File: src/design/frdm_pkg.sv
// ----------------------------------------------------------------------------
// frdm_pkg: shared types and constants of the frame RMS / dialnorm meter
// Holds widths, the dB threshold table, the controller state type and the
// lane control struct.
// ----------------------------------------------------------------------------
package frdm_pkg;

  localparam int SAMPLE_BITS = 16;
  localparam int MAX_FRAME   = 8192;
  localparam int LEN_W       = 14;
  localparam int SQ_W        = 2 * SAMPLE_BITS - 1;
  localparam int ENERGY_W    = 44;
  localparam int E_W         = ENERGY_W + 1;
  localparam int NORM_SHIFT  = 62 - 2 * SAMPLE_BITS;
  localparam int DVD_W       = E_W + NORM_SHIFT;
  localparam int DVS_W       = 32;
  localparam int CNT_W       = 7;
  localparam int MS_W        = 61;
  localparam int P_W         = 64;
  localparam int LVL_W       = 7;
  localparam int GATE_W      = 32;

  localparam logic [LVL_W-1:0] LVL_SILENT = 7'd100;
  localparam logic [LVL_W-1:0] LVL_LAST_K = 7'd99;
  localparam logic [LVL_W-1:0] GATE_LO    = 7'd15;
  localparam logic [LVL_W-1:0] GATE_HI    = 7'd40;
  localparam logic [LVL_W-1:0] DN_MAX     = 7'd31;
  localparam logic [P_W-1:0]   Q60_ONE    = 64'h1000_0000_0000_0000;

  localparam logic RES_LEVEL = 1'b0;
  localparam logic RES_DIALN = 1'b1;
  localparam logic REG_MODE  = 1'b0;
  localparam logic REG_LEN   = 1'b1;

  typedef enum logic [3:0] {
    S_IDLE, S_CLOSE, S_DIV, S_LOG, S_EMIT_LVL, S_DN_START, S_DN_DIV, S_EMIT_DN
  } state_t;

  typedef struct packed {
    logic accumulate;
    logic clear;
  } lane_ctl_t;

  // 10^(-(b+0.5)/10) in Q30, moved to Q60 for the compare
  function automatic logic [P_W-1:0] thr_q60(input logic [3:0] b);
    logic [31:0] t;
    case (b)
      4'd0:    t = 32'd956973408;
      4'd1:    t = 32'd760150997;
      4'd2:    t = 32'd603809400;
      4'd3:    t = 32'd479622855;
      4'd4:    t = 32'd380977975;
      4'd5:    t = 32'd302621563;
      4'd6:    t = 32'd240380852;
      4'd7:    t = 32'd190941298;
      4'd8:    t = 32'd151670064;
      default: t = 32'd120475814;
    endcase
    return {2'b00, t, 30'b0};
  endfunction

endpackage

File: src/design/frame_rms_dialnorm_meter_top.sv
// ----------------------------------------------------------------------------
// frame_rms_dialnorm_meter_top: frame RMS level meter with dialnorm estimate
// A sample item that does not close a frame is summed into the lanes. A
// frame close runs the serial divider for the mean square and then the dB
// threshold search, both skipped for a frame of zero energy.
// A stream-end item adds a second divider pass for dialnorm.
// Input is taken only while the controller is idle; a finished result sits
// in the output register while the next sample is taken.
// ----------------------------------------------------------------------------
module frame_rms_dialnorm_meter_top (
  input  logic        clk,
  input  logic        rst,
  input  logic        s_tvalid,
  output logic        s_tready,
  input  logic [31:0] s_tdata,   // left_sample[15:0], right_sample[31:16]
  input  logic        s_tlast,   // stream_end
  output logic        m_tvalid,
  input  logic        m_tready,
  output logic [7:0]  m_tdata,   // level_db[6:0], zero pad[7]
  output logic        m_tuser,   // result_kind
  output logic        m_tlast,   // last_result
  input  logic        cfg_we,
  input  logic        cfg_index,
  input  logic [13:0] cfg_data
);

  frdm_pkg::state_t state, state_next;

  logic                             stereo_mode;
  logic [frdm_pkg::LEN_W-1:0]       frame_length;
  logic [frdm_pkg::LEN_W-1:0]       eff_len;
  logic [frdm_pkg::LEN_W-1:0]       frame_count;
  logic [frdm_pkg::LEN_W-1:0]       count_inc;
  logic [frdm_pkg::GATE_W-1:0]      gated_sum;
  logic [frdm_pkg::GATE_W-1:0]      gated_count;
  logic [frdm_pkg::GATE_W:0]        sum_ext;
  logic [frdm_pkg::LVL_W-1:0]       lvl;
  logic                             is_end;
  logic [frdm_pkg::ENERGY_W-1:0]    left_energy, right_energy;
  logic [frdm_pkg::E_W-1:0]         energy;
  logic [frdm_pkg::LEN_W:0]         n_eff;
  frdm_pkg::lane_ctl_t              lane_ctl;
  logic                             accept, slot_free;
  logic                             div_start, div_busy, div_sel_dn;
  logic [frdm_pkg::DVD_W-1:0]       div_dvd, div_quot;
  logic [frdm_pkg::DVS_W-1:0]       div_dvs;
  logic                             log_start, log_busy;
  logic [frdm_pkg::LVL_W-1:0]       log_lvl;
  logic [frdm_pkg::LVL_W-1:0]       dn_val;
  logic                             out_load, out_kind, out_last;
  logic [frdm_pkg::LVL_W-1:0]       out_lvl;
  logic                             emit_lvl, clear_stream, gate_hit;

  assign accept    = s_tvalid && s_tready;
  assign s_tready  = (state == frdm_pkg::S_IDLE);
  assign slot_free = !m_tvalid || m_tready;
  assign count_inc = frame_count + 1'b1;

  // configuration registers
  always_ff @(posedge clk) begin
    if (rst) begin
      stereo_mode  <= 1'b1;
      frame_length <= 14'd2400;
    end else if (cfg_we) begin
      unique case (cfg_index)
        frdm_pkg::REG_MODE: stereo_mode  <= cfg_data[0];
        frdm_pkg::REG_LEN:  frame_length <= cfg_data;
        default: ;
      endcase
    end
  end

  // clamp the frame length to 1..MAX_FRAME
  always_comb begin
    eff_len = frame_length;
    if (frame_length == '0) begin
      eff_len = 14'd1;
    end else if (frame_length > frdm_pkg::LEN_W'(frdm_pkg::MAX_FRAME)) begin
      eff_len = frdm_pkg::LEN_W'(frdm_pkg::MAX_FRAME);
    end
  end

  // channel lanes
  frdm_lane u_lane_l (
    .clk(clk), .rst(rst), .ctl(lane_ctl),
    .sample(s_tdata[15:0]), .energy(left_energy)
  );
  frdm_lane u_lane_r (
    .clk(clk), .rst(rst), .ctl(lane_ctl),
    .sample(s_tdata[31:16]), .energy(right_energy)
  );

  // merge the lanes by mode
  always_comb begin
    if (stereo_mode) begin
      energy = {1'b0, left_energy} + {1'b0, right_energy};
      n_eff  = {frame_count, 1'b0};
    end else begin
      energy = {1'b0, left_energy};
      n_eff  = {1'b0, frame_count};
    end
  end

  // shared divider: mean square or dialnorm
  assign div_dvd = div_sel_dn ? frdm_pkg::DVD_W'(gated_sum)
                              : {energy, {frdm_pkg::NORM_SHIFT{1'b0}}};
  assign div_dvs = div_sel_dn ? gated_count : frdm_pkg::DVS_W'(n_eff);

  frdm_div u_div (
    .clk(clk), .rst(rst), .start(div_start), .dividend(div_dvd),
    .divisor(div_dvs), .busy(div_busy), .quot(div_quot)
  );

  frdm_log u_log (
    .clk(clk), .rst(rst), .start(log_start), .ms(div_quot[frdm_pkg::MS_W-1:0]),
    .busy(log_busy), .lvl(log_lvl)
  );

  assign dn_val = (div_quot[frdm_pkg::DVD_W-1:5] != '0) ? frdm_pkg::DN_MAX
                                                        : {2'b00, div_quot[4:0]};
  assign gate_hit = (lvl < frdm_pkg::GATE_HI) && (lvl > frdm_pkg::GATE_LO);
  assign sum_ext  = {1'b0, gated_sum} + (frdm_pkg::GATE_W + 1)'(lvl);

  // controller next state and strobes
  always_comb begin
    state_next          = state;
    lane_ctl.accumulate = 1'b0;
    lane_ctl.clear      = 1'b0;
    div_start           = 1'b0;
    div_sel_dn          = 1'b0;
    log_start           = 1'b0;
    out_load            = 1'b0;
    out_kind            = frdm_pkg::RES_LEVEL;
    out_lvl             = lvl;
    out_last            = 1'b0;
    emit_lvl            = 1'b0;
    clear_stream        = 1'b0;
    unique case (state)
      frdm_pkg::S_IDLE: begin
        if (accept) begin
          if (s_tlast) begin
            state_next = (frame_count != '0) ? frdm_pkg::S_CLOSE : frdm_pkg::S_DN_START;
          end else begin
            lane_ctl.accumulate = 1'b1;
            if (count_inc >= eff_len) begin
              state_next = frdm_pkg::S_CLOSE;
            end
          end
        end
      end
      frdm_pkg::S_CLOSE: begin
        if (energy == '0) begin
          state_next = frdm_pkg::S_EMIT_LVL;
        end else begin
          div_start  = 1'b1;
          state_next = frdm_pkg::S_DIV;
        end
      end
      frdm_pkg::S_DIV: begin
        if (!div_busy) begin
          log_start  = 1'b1;
          state_next = frdm_pkg::S_LOG;
        end
      end
      frdm_pkg::S_LOG: begin
        if (!log_busy) begin
          state_next = frdm_pkg::S_EMIT_LVL;
        end
      end
      frdm_pkg::S_EMIT_LVL: begin
        if (slot_free) begin
          out_load       = 1'b1;
          out_last       = !is_end;
          emit_lvl       = 1'b1;
          lane_ctl.clear = 1'b1;
          state_next     = is_end ? frdm_pkg::S_DN_START : frdm_pkg::S_IDLE;
        end
      end
      frdm_pkg::S_DN_START: begin
        div_sel_dn = 1'b1;
        div_start  = 1'b1;
        state_next = frdm_pkg::S_DN_DIV;
      end
      frdm_pkg::S_DN_DIV: begin
        if (!div_busy) begin
          state_next = frdm_pkg::S_EMIT_DN;
        end
      end
      frdm_pkg::S_EMIT_DN: begin
        if (slot_free) begin
          out_load       = 1'b1;
          out_kind       = frdm_pkg::RES_DIALN;
          out_lvl        = dn_val;
          out_last       = 1'b1;
          clear_stream   = 1'b1;
          lane_ctl.clear = 1'b1;
          state_next     = frdm_pkg::S_IDLE;
        end
      end
      default: state_next = frdm_pkg::S_IDLE;
    endcase
  end

  always_ff @(posedge clk) begin
    if (rst) begin
      state <= frdm_pkg::S_IDLE;
    end else begin
      state <= state_next;
    end
  end

  // frame counter and stream-end flag
  always_ff @(posedge clk) begin
    if (rst || emit_lvl || clear_stream) begin
      frame_count <= '0;
    end else if (lane_ctl.accumulate) begin
      frame_count <= count_inc;
    end
  end

  always_ff @(posedge clk) begin
    if (rst) begin
      is_end <= 1'b0;
    end else if (accept) begin
      is_end <= s_tlast;
    end
  end

  // hold the frame level
  always_ff @(posedge clk) begin
    if (state == frdm_pkg::S_CLOSE) begin
      lvl <= frdm_pkg::LVL_SILENT;
    end else if (state == frdm_pkg::S_LOG && !log_busy) begin
      lvl <= log_lvl;
    end
  end

  // gated sum and count, saturating
  always_ff @(posedge clk) begin
    if (rst || clear_stream) begin
      gated_sum   <= '0;
      gated_count <= 32'd1;
    end else if (emit_lvl && gate_hit) begin
      gated_sum <= sum_ext[frdm_pkg::GATE_W] ? '1 : sum_ext[frdm_pkg::GATE_W-1:0];
      if (gated_count != '1) begin
        gated_count <= gated_count + 1'b1;
      end
    end
  end

  // output register
  always_ff @(posedge clk) begin
    if (rst) begin
      m_tvalid <= 1'b0;
    end else if (out_load) begin
      m_tvalid <= 1'b1;
    end else if (m_tready) begin
      m_tvalid <= 1'b0;
    end
  end

  always_ff @(posedge clk) begin
    if (out_load) begin
      m_tdata <= {1'b0, out_lvl};
      m_tuser <= out_kind;
      m_tlast <= out_last;
    end
  end

  a_div_idle: assert property (@(posedge clk) disable iff (rst)
    div_start |-> !div_busy) else $error("divider restarted while busy");
  a_log_idle: assert property (@(posedge clk) disable iff (rst)
    log_start |-> !log_busy) else $error("search restarted while busy");
  a_count_max: assert property (@(posedge clk) disable iff (rst)
    frame_count <= frdm_pkg::LEN_W'(frdm_pkg::MAX_FRAME))
    else $error("frame count beyond maximum frame");
  a_gate_nz: assert property (@(posedge clk) disable iff (rst)
    gated_count != '0) else $error("gated count reached zero");
  a_slot: assert property (@(posedge clk) disable iff (rst)
    out_load |-> (!m_tvalid || m_tready)) else $error("result overwritten");

endmodule

File: src/design/frdm_lane.sv
// ----------------------------------------------------------------------------
// frdm_lane: one channel lane
// Squares the incoming sample and sums it into the channel energy.
// ----------------------------------------------------------------------------
module frdm_lane (
  input  logic                                clk,
  input  logic                                rst,
  input  frdm_pkg::lane_ctl_t                 ctl,
  input  logic [frdm_pkg::SAMPLE_BITS-1:0]    sample,
  output logic [frdm_pkg::ENERGY_W-1:0]       energy
);

  logic signed [2*frdm_pkg::SAMPLE_BITS-1:0] sq_full;
  logic [frdm_pkg::SQ_W-1:0]                 sq;

  // square of the two's complement sample, at most 2^(2*SAMPLE_BITS-2)
  assign sq_full = $signed(sample) * $signed(sample);
  assign sq      = sq_full[frdm_pkg::SQ_W-1:0];

  // accumulate or clear the energy
  always_ff @(posedge clk) begin
    if (rst || ctl.clear) begin
      energy <= '0;
    end else if (ctl.accumulate) begin
      energy <= energy + frdm_pkg::ENERGY_W'(sq);
    end
  end

endmodule

File: src/design/frdm_div.sv
// ----------------------------------------------------------------------------
// frdm_div: serial restoring divider
// One quotient bit per cycle; shared by the mean-square and dialnorm paths.
// ----------------------------------------------------------------------------
module frdm_div (
  input  logic                             clk,
  input  logic                             rst,
  input  logic                             start,
  input  logic [frdm_pkg::DVD_W-1:0]       dividend,
  input  logic [frdm_pkg::DVS_W-1:0]       divisor,
  output logic                             busy,
  output logic [frdm_pkg::DVD_W-1:0]       quot
);

  logic [frdm_pkg::DVS_W-1:0] rem;
  logic [frdm_pkg::DVS_W-1:0] dvs;
  logic [frdm_pkg::CNT_W-1:0] cnt;
  logic [frdm_pkg::DVS_W:0]   sh;
  logic [frdm_pkg::DVS_W:0]   diff;
  logic                       ge;

  // trial subtract of the shifted remainder
  assign sh   = {rem, quot[frdm_pkg::DVD_W-1]};
  assign diff = sh - {1'b0, dvs};
  assign ge   = sh >= {1'b0, dvs};

  always_ff @(posedge clk) begin
    if (rst) begin
      busy <= 1'b0;
    end else if (start) begin
      busy <= 1'b1;
    end else if (busy && cnt == '0) begin
      busy <= 1'b0;
    end
  end

  // advance one quotient bit per cycle
  always_ff @(posedge clk) begin
    if (start) begin
      rem  <= '0;
      dvs  <= divisor;
      quot <= dividend;
      cnt  <= frdm_pkg::CNT_W'(frdm_pkg::DVD_W - 1);
    end else if (busy) begin
      rem  <= ge ? diff[frdm_pkg::DVS_W-1:0] : sh[frdm_pkg::DVS_W-1:0];
      quot <= {quot[frdm_pkg::DVD_W-2:0], ge};
      cnt  <= cnt - 1'b1;
    end
  end

endmodule

File: src/design/frdm_log.sv
// ----------------------------------------------------------------------------
// frdm_log: dB threshold search
// Walks k = 1..99 one step per cycle and keeps the last k whose scaled
// mean square stays under the half-dB threshold.
// ----------------------------------------------------------------------------
module frdm_log (
  input  logic                           clk,
  input  logic                           rst,
  input  logic                           start,
  input  logic [frdm_pkg::MS_W-1:0]      ms,
  output logic                           busy,
  output logic [frdm_pkg::LVL_W-1:0]     lvl
);

  logic [frdm_pkg::P_W-1:0]   p;
  logic [frdm_pkg::P_W-1:0]   p_use;
  logic [frdm_pkg::LVL_W-1:0] k;
  logic [3:0]                 d;

  // scale by ten at each decade while the value is still small
  always_comb begin
    p_use = p;
    if (d == 4'd0 && p <= frdm_pkg::Q60_ONE) begin
      p_use = (p << 3) + (p << 1);
    end
  end

  always_ff @(posedge clk) begin
    if (rst) begin
      busy <= 1'b0;
    end else if (start) begin
      busy <= 1'b1;
    end else if (busy && k == frdm_pkg::LVL_LAST_K) begin
      busy <= 1'b0;
    end
  end

  // step through the thresholds
  always_ff @(posedge clk) begin
    if (start) begin
      p   <= frdm_pkg::P_W'(ms);
      k   <= 7'd1;
      d   <= 4'd1;
      lvl <= '0;
    end else if (busy) begin
      p <= p_use;
      if (p_use <= frdm_pkg::thr_q60(d)) begin
        lvl <= k;
      end
      k <= k + 1'b1;
      d <= (d == 4'd9) ? 4'd0 : d + 4'd1;
    end
  end

endmodule
File: config.mk
export PLATFORM = sky130hd
export DESIGN_NAME = frame_rms_dialnorm_meter_top
export DESIGN_NICKNAME = d
export VERILOG_FILES = /design/src/design/frdm_pkg.sv /design/src/design/frame_rms_dialnorm_meter_top.sv /design/src/design/frdm_lane.sv /design/src/design/frdm_div.sv /design/src/design/frdm_log.sv
export SDC_FILE = /design/constraint.sdc
export NUM_CORES = 2
export LEC_CHECK = 0
export BUFFER_PORTS_ARGS = -buffer_cell sky130_fd_sc_hd__buf_2
export CORE_ASPECT_RATIO = 0.5
export CORE_MARGIN = 2
export CORE_UTILIZATION = 65
export CTS_CLUSTER_SIZE = 10
export DETAILED_ROUTE_END_ITERATION = 8
export MAX_ROUTING_LAYER = met4
export PLACE_DENSITY = 0.88
export SETUP_SLACK_MARGIN = 0.1
export SYNTH_ARGS = -nofsm -noshare
export SYNTH_HDL_FRONTEND = slang
export SYNTH_SLANG_ARGS = --single-unit
File: constraint.sdc
create_clock -name clk -period 11.6 [get_ports clk]
set_input_delay 1.74 -clock clk [delete_from_list [all_inputs] [get_ports clk]]
set_output_delay 1.74 -clock clk [all_outputs]
set_load 0.02 [all_outputs]
==> flow_metrics.tcl <==
set metrics [dict create \
    area_growth_syn_to_layout_pct 5.12 \
    post-dp-hpwl_mm 101 \
    yosys_register_bits 461 \
    final-hold-violation-count 0 \
    postSynthAreaPerCell_um2 8.60 \
    nNetsFinal 6681 \
    min-delay-path-class "register to register" \
    drt.antenna.violating_nets 0 \
    cts-hold-fix-buffers 0 \
    vias_per_instance 6.13 \
    cp_num_buf_inv 5 \
    worst_slew_margin_rel 0.188 \
    clkSinkCount 461 \
    worst_setup_hold_path_clk_slew_ns 0.06 \
    synth.distinct_cells 90 \
    ys_top_cells_by_count "834 x inv_1, 648 x nand2_1, 457 x fa_1" \
    rsz0062_at_grt "no" \
    worst_path_largest_cell_delay_ns 0.54 \
    worstSetupPathType "input pin to register" \
    ys.warnings.count 0 \
    setup-tns-final_ns 0 \
    cts_bufs_inserted 52 \
    synth_cells 5797 \
    number_of_antenna_violations_at_the_first_check_in_global_routing 3 \
    synth_top_family_by_area "adder cells" \
    cts_repair_resize_count 0 \
    finalWorstSetupSlack_ns 1.74 \
    finalCritPeriodShare 0.850 \
    cts_post_setup_buffers_inserted 0 \
    setup-violations-final 0 \
    globalRouteTotalUtil 0.337 \
    dp_worst_setup_slack_ns 1.06 \
    required_ns 12.06 \
    design.die.area_um2 79100 \
    max_clock_freq_mhz 101 \
    seq_area_frac_synth 0.221 \
    synth-compound-area-share 0.158 \
    detailedRoute.firstIterationViolations 4100 \
    synth.top_cells.by_area "fa_1 18%, dfxtp_1 11%, ha_1 11%, edfxtp_1 11%, inv_1 6.3%" \
    route.vias.total 41600 \
    postSynth.topFlopCell "dfxtp_1" \
    worst_pin_slew_ns 1.21 \
    clock_insertion_delay_worst_skew_ns 0.65 \
    critPathCaptureType "register" \
    port_buffers 63 \
    gpl_wtd_cong 1.01 \
    design.core.area_um2 75500 \
    grt_max_degree 99 \
    tritoncts "done" \
    cp_max_fo 20 \
    remaining_routing_drc_violations 0 \
    cpLargestDelayFamily "adder cells" \
    synth-edff-count 177 \
    max_cap_violations 0 \
    wirelength_mm 129 \
    final.fill_count 5838 \
    timing.clock.skew_ns 0.0468 \
    via_count_of_the_first_global_routing_pass 41900 \
    hold-worst-slack_ns 0.474 \
    final_layout_size_suffix_gt1_frac 0.0465 \
    critPathLaunchType "input pin" \
    drt-pass1-iter-count 6 \
    simple_gate_share_of_the_synthesized_area 0.166 \
    initial_utilization 0.660 \
    synth.most_common_cell "inv_1" \
    placement_rows 71 \
    synthDominantAreaCellType "fa_1" \
    globalRoute.totalOverflow 0 \
    post_synth_instance_area_um2 49900 \
    synthXorXnorAreaFrac 0.0617 \
    die_extent_in_y_um 200 \
    crit_top_cell "fa_1" \
    critPathSlowestCell "fa_1" \
    fin_util 0.694 \
    clock_tree.htree_level_count 2 \
    wl_per_cell_um 19.0 \
    post-route-min-period_ns 9.86 \
    cts-root-to-sink-buffers 3 \
    synthMuxAreaShare 0.0184 \
    outcome "complete, no violations" \
    grt_pass1_wl_mm 212 \
    drv_slew 0 \
    yosys.area.top_type_share 0.184 \
    die_x_um 396 \
    top_level_ports 65 \
    ctsRootBufferMaster "clkbuf_16" \
    syn-num-nets 6753 \
    synth_async_sr_flop_share 0 \
    critPathArrivalTime_ns 10.32 \
    post_synth_adder_cell_area 0.295 \
]
==> layer usage <==
metal,global-route usage,share of wire,up-vias
li1,-,-,19500
met1,0.425,0.41,20100
met2,0.566,0.48,1665
met3,0.0407,0.073,377
met4,0.122,0.036,0
met5,-,0,-
==> registers in the layout, summed over array words and instances, names as in the netlist, 3 cells and up, named ones only <==
name	cells
frame_count	14
frame_length	14
gated_count	32
gated_sum	32
lvl	7
m_tdata	7
state	3
u_div.cnt	7
u_div.dvs	32
u_div.quot	75
u_div.rem	32
u_lane_l.energy	44
u_lane_r.energy	44
u_log.d	4
u_log.k	7
u_log.lvl	7
u_log.p	64
==> area by class of cell <==
cell class,instances,area (um2),share of cell area
clock buffers,91,1480,0.0282
inverters,837,3140,0.0600
repair buffers,84,478,0.00912
multi-input cells,4289,34900,0.666
flip-flops and latches,461,11000,0.210
clock inverters,3,90.1,0.00172
well taps,1022,1280,0.0244
diodes,2,5.00,0.0000955
==> through the flow <==
stage	std cells	area, um2
2_1_floorplan	5797	49900
3_3_place_gp	6692	50800
3_5_place_dp	6692	50800
4_1_cts	6786	52400
5_1_grt	6789	52400
6_report	6789	52400
==> worst paths after layout <==
kind | to | startpoint | cells past startpoint | slack (ns)
hold / removal | lvl[6]$_SDFFE_PP1P_ | u_log.lvl[6]$_SDFFE_PP0P_ | 1 | 0.47
hold reg to reg | lvl[6]$_SDFFE_PP1P_ | u_log.lvl[6]$_SDFFE_PP0P_ | 1 | 0.47
setup reg to reg | u_log.lvl[3]$_SDFFE_PP0P_ | u_log.p[0]$_DFFE_PP_ | 29 | 2.62
setup / recovery | u_lane_l.energy[43]$_SDFFE_PP0P_ | s_tdata[1] | 31 | 1.74
==> worst register-to-register path: cells and delay by family, from the launching register on <==
kind | cells | cell delay [ns]
mux | 1 | 0.28
fa+ha+maj | 3 | 0.95
buf+inv | 1 | 0.07
xor+xnor | 1 | 0.16
compound gates | 10 | 2.39
simple gates | 13 | 4.60
flops | 1 | 0.43
==> cells by family after synthesis <==
group | after synthesis
and+or+nand+nor | 1758
AOI/OAI and AO/OA | 1189
buffers and inverters | 1047
adders and majority gates | 903
DFF | 461
xor gates and xnor gates | 351
muxes | 87
other | 1
==> layout by cell type, fill, tap and decap left out, types with 63 or more instances in the layout <==
| master | n |
|---|---|
| ha_1 | 446 |
| xor2_1 | 145 |
| and2_1 | 89 |
| nand4_1 | 73 |
| dfxtp_1 | 282 |
| nor2_1 | 420 |
| nand3_1 | 114 |
| a21oi_1 | 369 |
| fa_1 | 457 |
| inv_1 | 834 |
| xnor2_1 | 206 |
| nor3_1 | 75 |
| nand2_1 | 646 |
| o21ai_0 | 209 |
| a21o_1 | 138 |
| edfxtp_1 | 177 |
| buf_2 | 63 |
Power is not shown: default switching activity piles up to over one toggle a cycle in this logic, so the estimate is an artifact.
